$ cat config.mk
export PLATFORM = sky130hd
export DESIGN_NAME = sgm_ctrl
export DESIGN_NICKNAME = d
export VERILOG_FILES = /design/src/rtl/sgm_pkg.sv /design/src/rtl/sgm_ctrl.sv
export SDC_FILE = /design/constraint.sdc
export NUM_CORES = 1
export LEC_CHECK = 0
export BUFFER_PORTS_ARGS = -buffer_cell sky130_fd_sc_hd__buf_2
export CORE_MARGIN = 1.5
export CORE_UTILIZATION = 61
export CTS_CLUSTER_SIZE = 30
export DETAILED_ROUTE_END_ITERATION = 10
export GPL_TIMING_DRIVEN = 0
export PLACE_DENSITY = 0.82
export SETUP_SLACK_MARGIN = 0.5
export SLEW_MARGIN = 25
export SYNTH_ARGS = -nofsm -noshare
export SYNTH_HDL_FRONTEND = slang
export SYNTH_SLANG_ARGS = --single-unit
$ cat constraint.sdc
create_clock -name clk -period 3.77 [get_ports clk]
set_clock_uncertainty 0.2 [all_clocks]
set_input_delay 0.377 -clock clk [delete_from_list [all_inputs] [get_ports clk]]
set_output_delay 0.377 -clock clk [all_outputs]
set_load 0.02 [all_outputs]
$ cat src/rtl/sgm_pkg.sv
// Package for the Sobel gradient magnitude core: geometry limits, codes, command and status types.
// No dependencies.
`default_nettype none
package sgm_pkg;
  localparam int MaxWidthDef = 2048;
  localparam int LanesDef    = 4;

  localparam logic [1:0] CfgWidth  = 2'd0;
  localparam logic [1:0] CfgHeight = 2'd1;
  localparam logic [1:0] CfgChan   = 2'd2;
  localparam logic [1:0] CfgGray   = 2'd3;

  localparam logic [11:0] WidthRst  = 12'd640;
  localparam logic [15:0] HeightRst = 16'd480;
  localparam logic [2:0]  ChanRst   = 3'd3;

  localparam logic [16:0] LumaW0 = 17'd13933;
  localparam logic [16:0] LumaW1 = 17'd46871;
  localparam logic [16:0] LumaW2 = 17'd4732;

  // commands from the controller to the datapath
  typedef struct packed {
    logic load;       // latch a new pixel and read the line stores
    logic shift;      // write line stores, shift the window
    logic emit_edge;  // emit for the right image edge (window shifted with zeros)
    logic clr_win;    // zero the window
    logic start_mag;  // start the magnitude unit
    logic top_ok;     // row >= 2
    logic mid_ok;     // row >= 1
    logic pix_ok;     // sample is a real pixel
    logic gray;
    logic [2:0] ch;
  } sgm_cmd_t;

  typedef struct packed {
    logic mag_done;
  } sgm_stat_t;
endpackage
`default_nettype wire

$ cat src/rtl/sgm_ctrl.sv
// Controller: image position counters, geometry latch, handshake sequencing.
// Depends on sgm_pkg.
`default_nettype none
module sgm_ctrl #(
  parameter int MAX_WIDTH = sgm_pkg::MaxWidthDef,
  parameter int LANES     = sgm_pkg::LanesDef,
  localparam int AW = $clog2(MAX_WIDTH)
) (
  input  wire logic              clk,
  input  wire logic              rst_n,
  input  wire logic              in_valid,
  output logic                   in_stall,
  input  wire logic              in_cmd,
  output logic                   out_valid,
  input  wire logic              out_stall,
  output logic                   out_last_pixel,
  input  wire logic              cfg_valid,
  output logic                   cfg_ready,
  input  wire logic [1:0]        cfg_index,
  input  wire logic [15:0]       cfg_data,
  output sgm_pkg::sgm_cmd_t      cmd,
  input  wire sgm_pkg::sgm_stat_t stat,
  output logic [AW-1:0]          col
);
  localparam logic [2:0] S_IDLE = 3'd0, S_READ = 3'd1, S_EDGE = 3'd2,
                         S_EDGEW = 3'd3, S_SHIFT = 3'd4, S_MAIN = 3'd5,
                         S_MAINW = 3'd6, S_OUT = 3'd7;
  localparam logic [AW:0] MaxW = (AW+1)'(MAX_WIDTH);

  logic [2:0]  st_r, st_nxt;
  logic [11:0] w_cfg_r;
  logic [15:0] h_cfg_r;
  logic [2:0]  ch_cfg_r;
  logic        g_cfg_r;
  logic [AW:0] lat_w_r;
  logic [15:0] lat_h_r;
  logic [2:0]  lat_ch_r;
  logic        lat_g_r;
  logic [16:0] in_row_r;
  logic [AW:0] in_col_r;
  logic [15:0] out_row_r;
  logic [AW:0] out_col_r;
  logic        last_r, after_r;
  logic        accept, start;
  logic [AW:0] w_eff;
  logic [15:0] h_eff;
  logic [2:0]  ch_eff;

  assign accept   = in_valid && !in_stall;
  assign in_stall = st_r != S_IDLE;
  assign cfg_ready = 1'b1;
  assign out_valid = st_r == S_OUT;
  assign out_last_pixel = last_r;
  assign col = in_col_r[AW-1:0];
  assign start = in_row_r == '0 && in_col_r == '0;

  always_comb begin
    if (w_cfg_r == '0) w_eff = (AW+1)'(1);
    else if (14'(w_cfg_r) > 14'(MAX_WIDTH)) w_eff = MaxW;
    else w_eff = (AW+1)'(w_cfg_r);
    h_eff = h_cfg_r == '0 ? 16'd1 : h_cfg_r;
    if (ch_cfg_r == '0) ch_eff = 3'd1;
    else if (ch_cfg_r > 3'(LANES)) ch_eff = 3'(LANES);
    else ch_eff = ch_cfg_r;
  end

  always_comb begin
    cmd = '0;
    cmd.ch     = start ? ch_eff : lat_ch_r;
    cmd.gray   = start ? (g_cfg_r && ch_eff >= 3'd3) : lat_g_r;
    cmd.pix_ok = !in_cmd && (start || 17'(lat_h_r) > in_row_r);
    cmd.load   = accept;
    cmd.top_ok = in_row_r >= 17'd2;
    cmd.mid_ok = in_row_r >= 17'd1;
    cmd.emit_edge = st_r == S_EDGE;
    cmd.start_mag = (st_r == S_EDGE) || (st_r == S_MAIN);
    cmd.clr_win   = st_r == S_EDGEW && (stat.mag_done || in_row_r < 17'd2);
    cmd.shift     = st_r == S_SHIFT;
  end

  function automatic logic is_last(input logic [15:0] r, input logic [AW:0] c,
                                   input logic [15:0] h, input logic [AW:0] wd);
    is_last = (17'(r) + 17'd1 == 17'(h)) && (c + 1'b1 == wd);
  endfunction

  always_comb begin
    st_nxt = st_r;
    case (st_r)
      S_IDLE:  if (accept) st_nxt = S_READ;
      S_READ:  if (in_col_r == '0 && in_row_r >= 17'd2) st_nxt = S_EDGE;
               else if (in_col_r == '0) st_nxt = S_EDGEW;
               else st_nxt = S_SHIFT;
      S_EDGE:  st_nxt = S_EDGEW;
      // the edge result leaves through S_OUT before the shift
      S_EDGEW: if (stat.mag_done) st_nxt = S_OUT;
               else if (in_row_r < 17'd2) st_nxt = S_SHIFT;
      S_SHIFT: st_nxt = (in_col_r != '0 && in_row_r != '0) ? S_MAIN :
                        (after_r ? S_OUT : S_IDLE);
      S_MAIN:  st_nxt = S_MAINW;
      S_MAINW: if (stat.mag_done) st_nxt = S_OUT;
      S_OUT:   if (!out_stall) st_nxt = after_r ? S_SHIFT : S_IDLE;
      default: st_nxt = S_IDLE;
    endcase
  end

  always_ff @(posedge clk) begin
    if (!rst_n) begin
      st_r <= S_IDLE;
      w_cfg_r <= sgm_pkg::WidthRst; h_cfg_r <= sgm_pkg::HeightRst;
      ch_cfg_r <= sgm_pkg::ChanRst; g_cfg_r <= 1'b1;
      lat_w_r <= (AW+1)'(640); lat_h_r <= sgm_pkg::HeightRst;
      lat_ch_r <= sgm_pkg::ChanRst; lat_g_r <= 1'b1;
      in_row_r <= '0; in_col_r <= '0; out_row_r <= '0; out_col_r <= '0;
      last_r <= 1'b0; after_r <= 1'b0;
    end else begin
      st_r <= st_nxt;
      if (cfg_valid) begin
        case (cfg_index)
          sgm_pkg::CfgWidth:  w_cfg_r  <= cfg_data[11:0];
          sgm_pkg::CfgHeight: h_cfg_r  <= cfg_data;
          sgm_pkg::CfgChan:   ch_cfg_r <= cfg_data[2:0];
          sgm_pkg::CfgGray:   g_cfg_r  <= cfg_data[0];
          default: ;
        endcase
      end
      if (accept) begin
        after_r <= 1'b0;
        if (start) begin
          lat_w_r <= w_eff; lat_h_r <= h_eff;
          lat_ch_r <= ch_eff; lat_g_r <= g_cfg_r && ch_eff >= 3'd3;
        end
      end
      // advance the output position for every result: edge (issued at column zero) or main
      if (st_r == S_EDGE || st_r == S_MAIN) begin
        last_r <= is_last(out_row_r, out_col_r, lat_h_r, lat_w_r);
        if (out_col_r + 1'b1 >= lat_w_r) begin
          out_col_r <= '0; out_row_r <= out_row_r + 16'd1;
        end else out_col_r <= out_col_r + 1'b1;
      end
      if (st_r == S_EDGEW && stat.mag_done) after_r <= 1'b1;
      if (st_r == S_OUT && !out_stall && after_r) after_r <= 1'b0;
      if (st_r == S_SHIFT) begin
        if (last_r && !(in_col_r != '0 && in_row_r != '0)) begin
          in_row_r <= '0; in_col_r <= '0; out_row_r <= '0; out_col_r <= '0;
          last_r <= 1'b0;
        end else if (in_col_r + 1'b1 >= lat_w_r) begin
          in_col_r <= '0; in_row_r <= in_row_r + 17'd1;
        end else in_col_r <= in_col_r + 1'b1;
      end
      if (st_r == S_OUT && !out_stall && !after_r && last_r) begin
        in_row_r <= '0; in_col_r <= '0; out_row_r <= '0; out_col_r <= '0;
        last_r <= 1'b0;
      end else if (st_r == S_OUT && !out_stall && !after_r) last_r <= 1'b0;
    end
  end
  // edge result that was last: counters reset after the shift (handled above)
endmodule
`default_nettype wire

==> metrics.yaml <==
clock_network:
  clock_latency_ns: 0.43
  cts_tree: "built"
  numCtsBuffers: 17
  ctsHtreeMaxLevel: 4
  clk_path_buf_depth: 2
  cts-root-buf: "clkbuf_16"
  clk_pin_slew_ns: 0.06
  clock_sinks: 126
critical_path:
  start_kind: "flip-flop"
  cp_max_fo: 6
  cp_data_required_time_ns: 3.89
  cp.arrival_ns: 3.54
  path_class: "reg -> reg"
  end_kind: "flip-flop"
  r2r.worst_path.cells: 13
cells_and_area:
  fill_cells: 895
  antenna_cells: 0
  area_growth_pct: 23.65
  postLayoutCoreUtil_pct: 78.16
  drive_above_1_share_pct: 19.53
  fin_nets: 1156
min_path:
  hold_path_depth: 3
  hold_path.class: "in -> reg"
sta:
  report.final.slew_viol_count: 0
  tightest_slew_ns: 0.6797
  fin_crit_sh_pct: 90.69
  hold_viol_final: 0
  setup_violations: 0
  period_needed_ns: 3.419
  rsz0062_at_grt: "true"
  slew_headroom_pct: 54.27
  clock.fmax_ghz: 0.2925
grt:
  antenna_found_initial: 0
  grt_pass1_wl_um: 35110
  grt_overflow_total: 0
  first_global_vias: 7133
  grt_max_degree: 17
  grt.total_usage_pct: 34.04
routing:
  wirelength_um: 22870
  vias_per_cell: 6.188
  wl_per_cell_um: 18.09
  dr.pass1.iters: 6
  num_vias: 7822
  detail_route.iter0.violations: 730
  ant_nets: 0
  drc: 0
synth:
  ys_async_sr_fraction_pct: 0
  yosysSeqAreaShare_pct: 32.81
  synth_nets: 1057
  yosys_warnings: 0
  synth_seq_cells: 126
  netlist.area_leader.share_pct: 32.81
  synth.distinct_cells: 63
  synth_edf_count: 0
  synth_area_per_cell_um2: 7.812
  synth_area_um2: 7687
  synth-main-ff-cell: "dfxtp_1"
  synth_top_area_cell: "dfxtp_1"
  synthTopCellsByArea: "dfxtp_1 33%, nand2_1 8.6%, ha_1 7.8%"
  synthCells: 984
power:
  clock_power_share_pct: 34.8
  switchingPower_uw: 1814
  totalPowerFinal_uw: 4966
  p_per_area_nw_per_um2: 522.5
  power_leakage_uw: 0.003789
  pwr-share-comb_pct: 33.4
  sw_frac_of_total_pct: 36.52
  intPower_uw: 3153
  max-vdd-ir-drop_uv: 596.0
  seq_power_share_pct: 31.8
place:
  dp_hpwl_um: 15410
  gp_congestion: 0.9395
  port-buffer-count: 50
die:
  rows: 40
  dieWidth_um: 115.3
  dieHeight_um: 115.3
  core_area_um2: 12160
  initial_core_util_pct: 63.21
  die_area_um2: 13280
  ios: 52
status:
  status: "completed"
run:
  maxCapViolCount: 0
==> cells in the final DEF (no fill, tap or decap), types with 26 or more instances in the layout <==
master    instances
nand4_1          26
nand2_1         176
dfxtp_1         114
inv_1            40
nor2_1           36
ha_1             46
a21oi_1          47
buf_4            35
a21boi_0         37
buf_2            61
xnor2_1          34
clkbuf_1         31
nand3_1          47
==> power groups by stage <==
stage / sequential [µW] / clock [µW] / combinational (µW)
after detailed placement: 1590 / 0 / 1440
after CTS: 1570 / 1720 / 1510
after global routing: 1590 / 1780 / 1810
after global placement: 1590 / 0 / 1400
final: 1580 / 1730 / 1660
after floorplan: 1550 / 0 / 1060
==> metal layers <==
layer / GRT usage, % / wire length, µm
met2: 57.38 / 11030
met3: 6.537 / 1837
met4: 15.97 / 729
met1: 42.05 / 9273
met5: 0 / 0
==> stage by stage <==
step                      cells  setup slack (ns)  instance area, µm²  hold WS, ns  setup TNS [ns]
final                      1264            0.3509                9505     0.001711               0
after global routing       1264            0.2120                9505     0.003170               0
after CTS                  1254            0.4963                9151     0.001341               0
after detailed placement   1203           -0.1566                8187       0.2596          -2.556
after global placement     1202           -0.1431                8174       0.2526          -2.223
after floorplan             984            0.5015                7714       0.2404               0
==> flip-flops by register name, indices dropped and copies added (netlist names), 3 cells and up <==
signal	flops
in_row_r	17
h_cfg_r	16
lat_h_r	16
out_row_r	16
in_col_r	12
lat_w_r	12
out_col_r	12
w_cfg_r	12
ch_cfg_r	3
lat_ch_r	3
st_r	3
==> worst max-delay path, stage by stage, from the launching register on <==
cell	delay [ns]
dfxtp_4	0.38
nand3_4	0.08
or3_4	0.38
buf_8	0.13
nor2_4	0.10
and3_4	0.20
xor2_1	0.06
ha_1	0.30
nand4_1	0.12
nor2_2	0.22
o211ai_1	0.27
a2111oi_1	0.61
xnor2_1	0.20
nor2_1	0.06
==> synth_stat cells (14+ instances only) <==
cell type	n
ha_1	48
nand4_1	26
buf_2	14
nand3_1	52
buf_4	14
a21oi_1	51
nor2_1	42
a21boi_0	37
dfxtp_1	126
nor4_1	16
o21ai_0	32
xor2_1	21
nor2b_1	20
a21o_1	18
nand2_1	177
clkbuf_1	36
xnor2_1	35
inv_1	41
nor3_1	18
==> logic make-up after synthesis <==
logic type                 Yosys count  share of synthesized area (%)
adders and majority gates           48                          7.813
AOI/OAI and AO/OA                  208                          18.12
xor gates and xnor gates            56                          6.380
buffers and inverters              109                          6.348
and+or+nand+nor                    431                          27.83
other                                1                        0.04878
muxes                                5                         0.6511
DFF                                126                          32.81
==> worst paths after layout <==
path                              startpoint            end  slack, ns
worst max-delay path            out_col_r[0]  out_row_r[10]       0.35
worst min-delay path            cfg_data[12]    h_cfg_r[12]      0.002
worst max register to register  out_col_r[0]  out_row_r[10]       0.35
worst min register to register   lat_ch_r[2]    lat_ch_r[2]       0.27
==> area by class of cell <==
cell class	instances	area, µm²	share of cell area, %
Buffer	67	429.2	4.515
Clock buffer	20	456.7	4.805
Clock inverter	12	158.9	1.672
Inverter	42	157.7	1.659
Multi-Input combinational cell	749	5011	52.72
Sequential cell	126	2557	26.91
Tap cell	168	210.2	2.211
Timing Repair Buffer	80	524.3	5.515
==> timing repair <==
item,CTS,global route
gates cloned,1,2
pin swaps,15,36
hold endpoints to repair,5,0
endpoints found under the setup margin,62,63
hold buffers,5,0
buffers inserted,13,8
resized for setup,54,66
(Power assumes the default switching activity.)
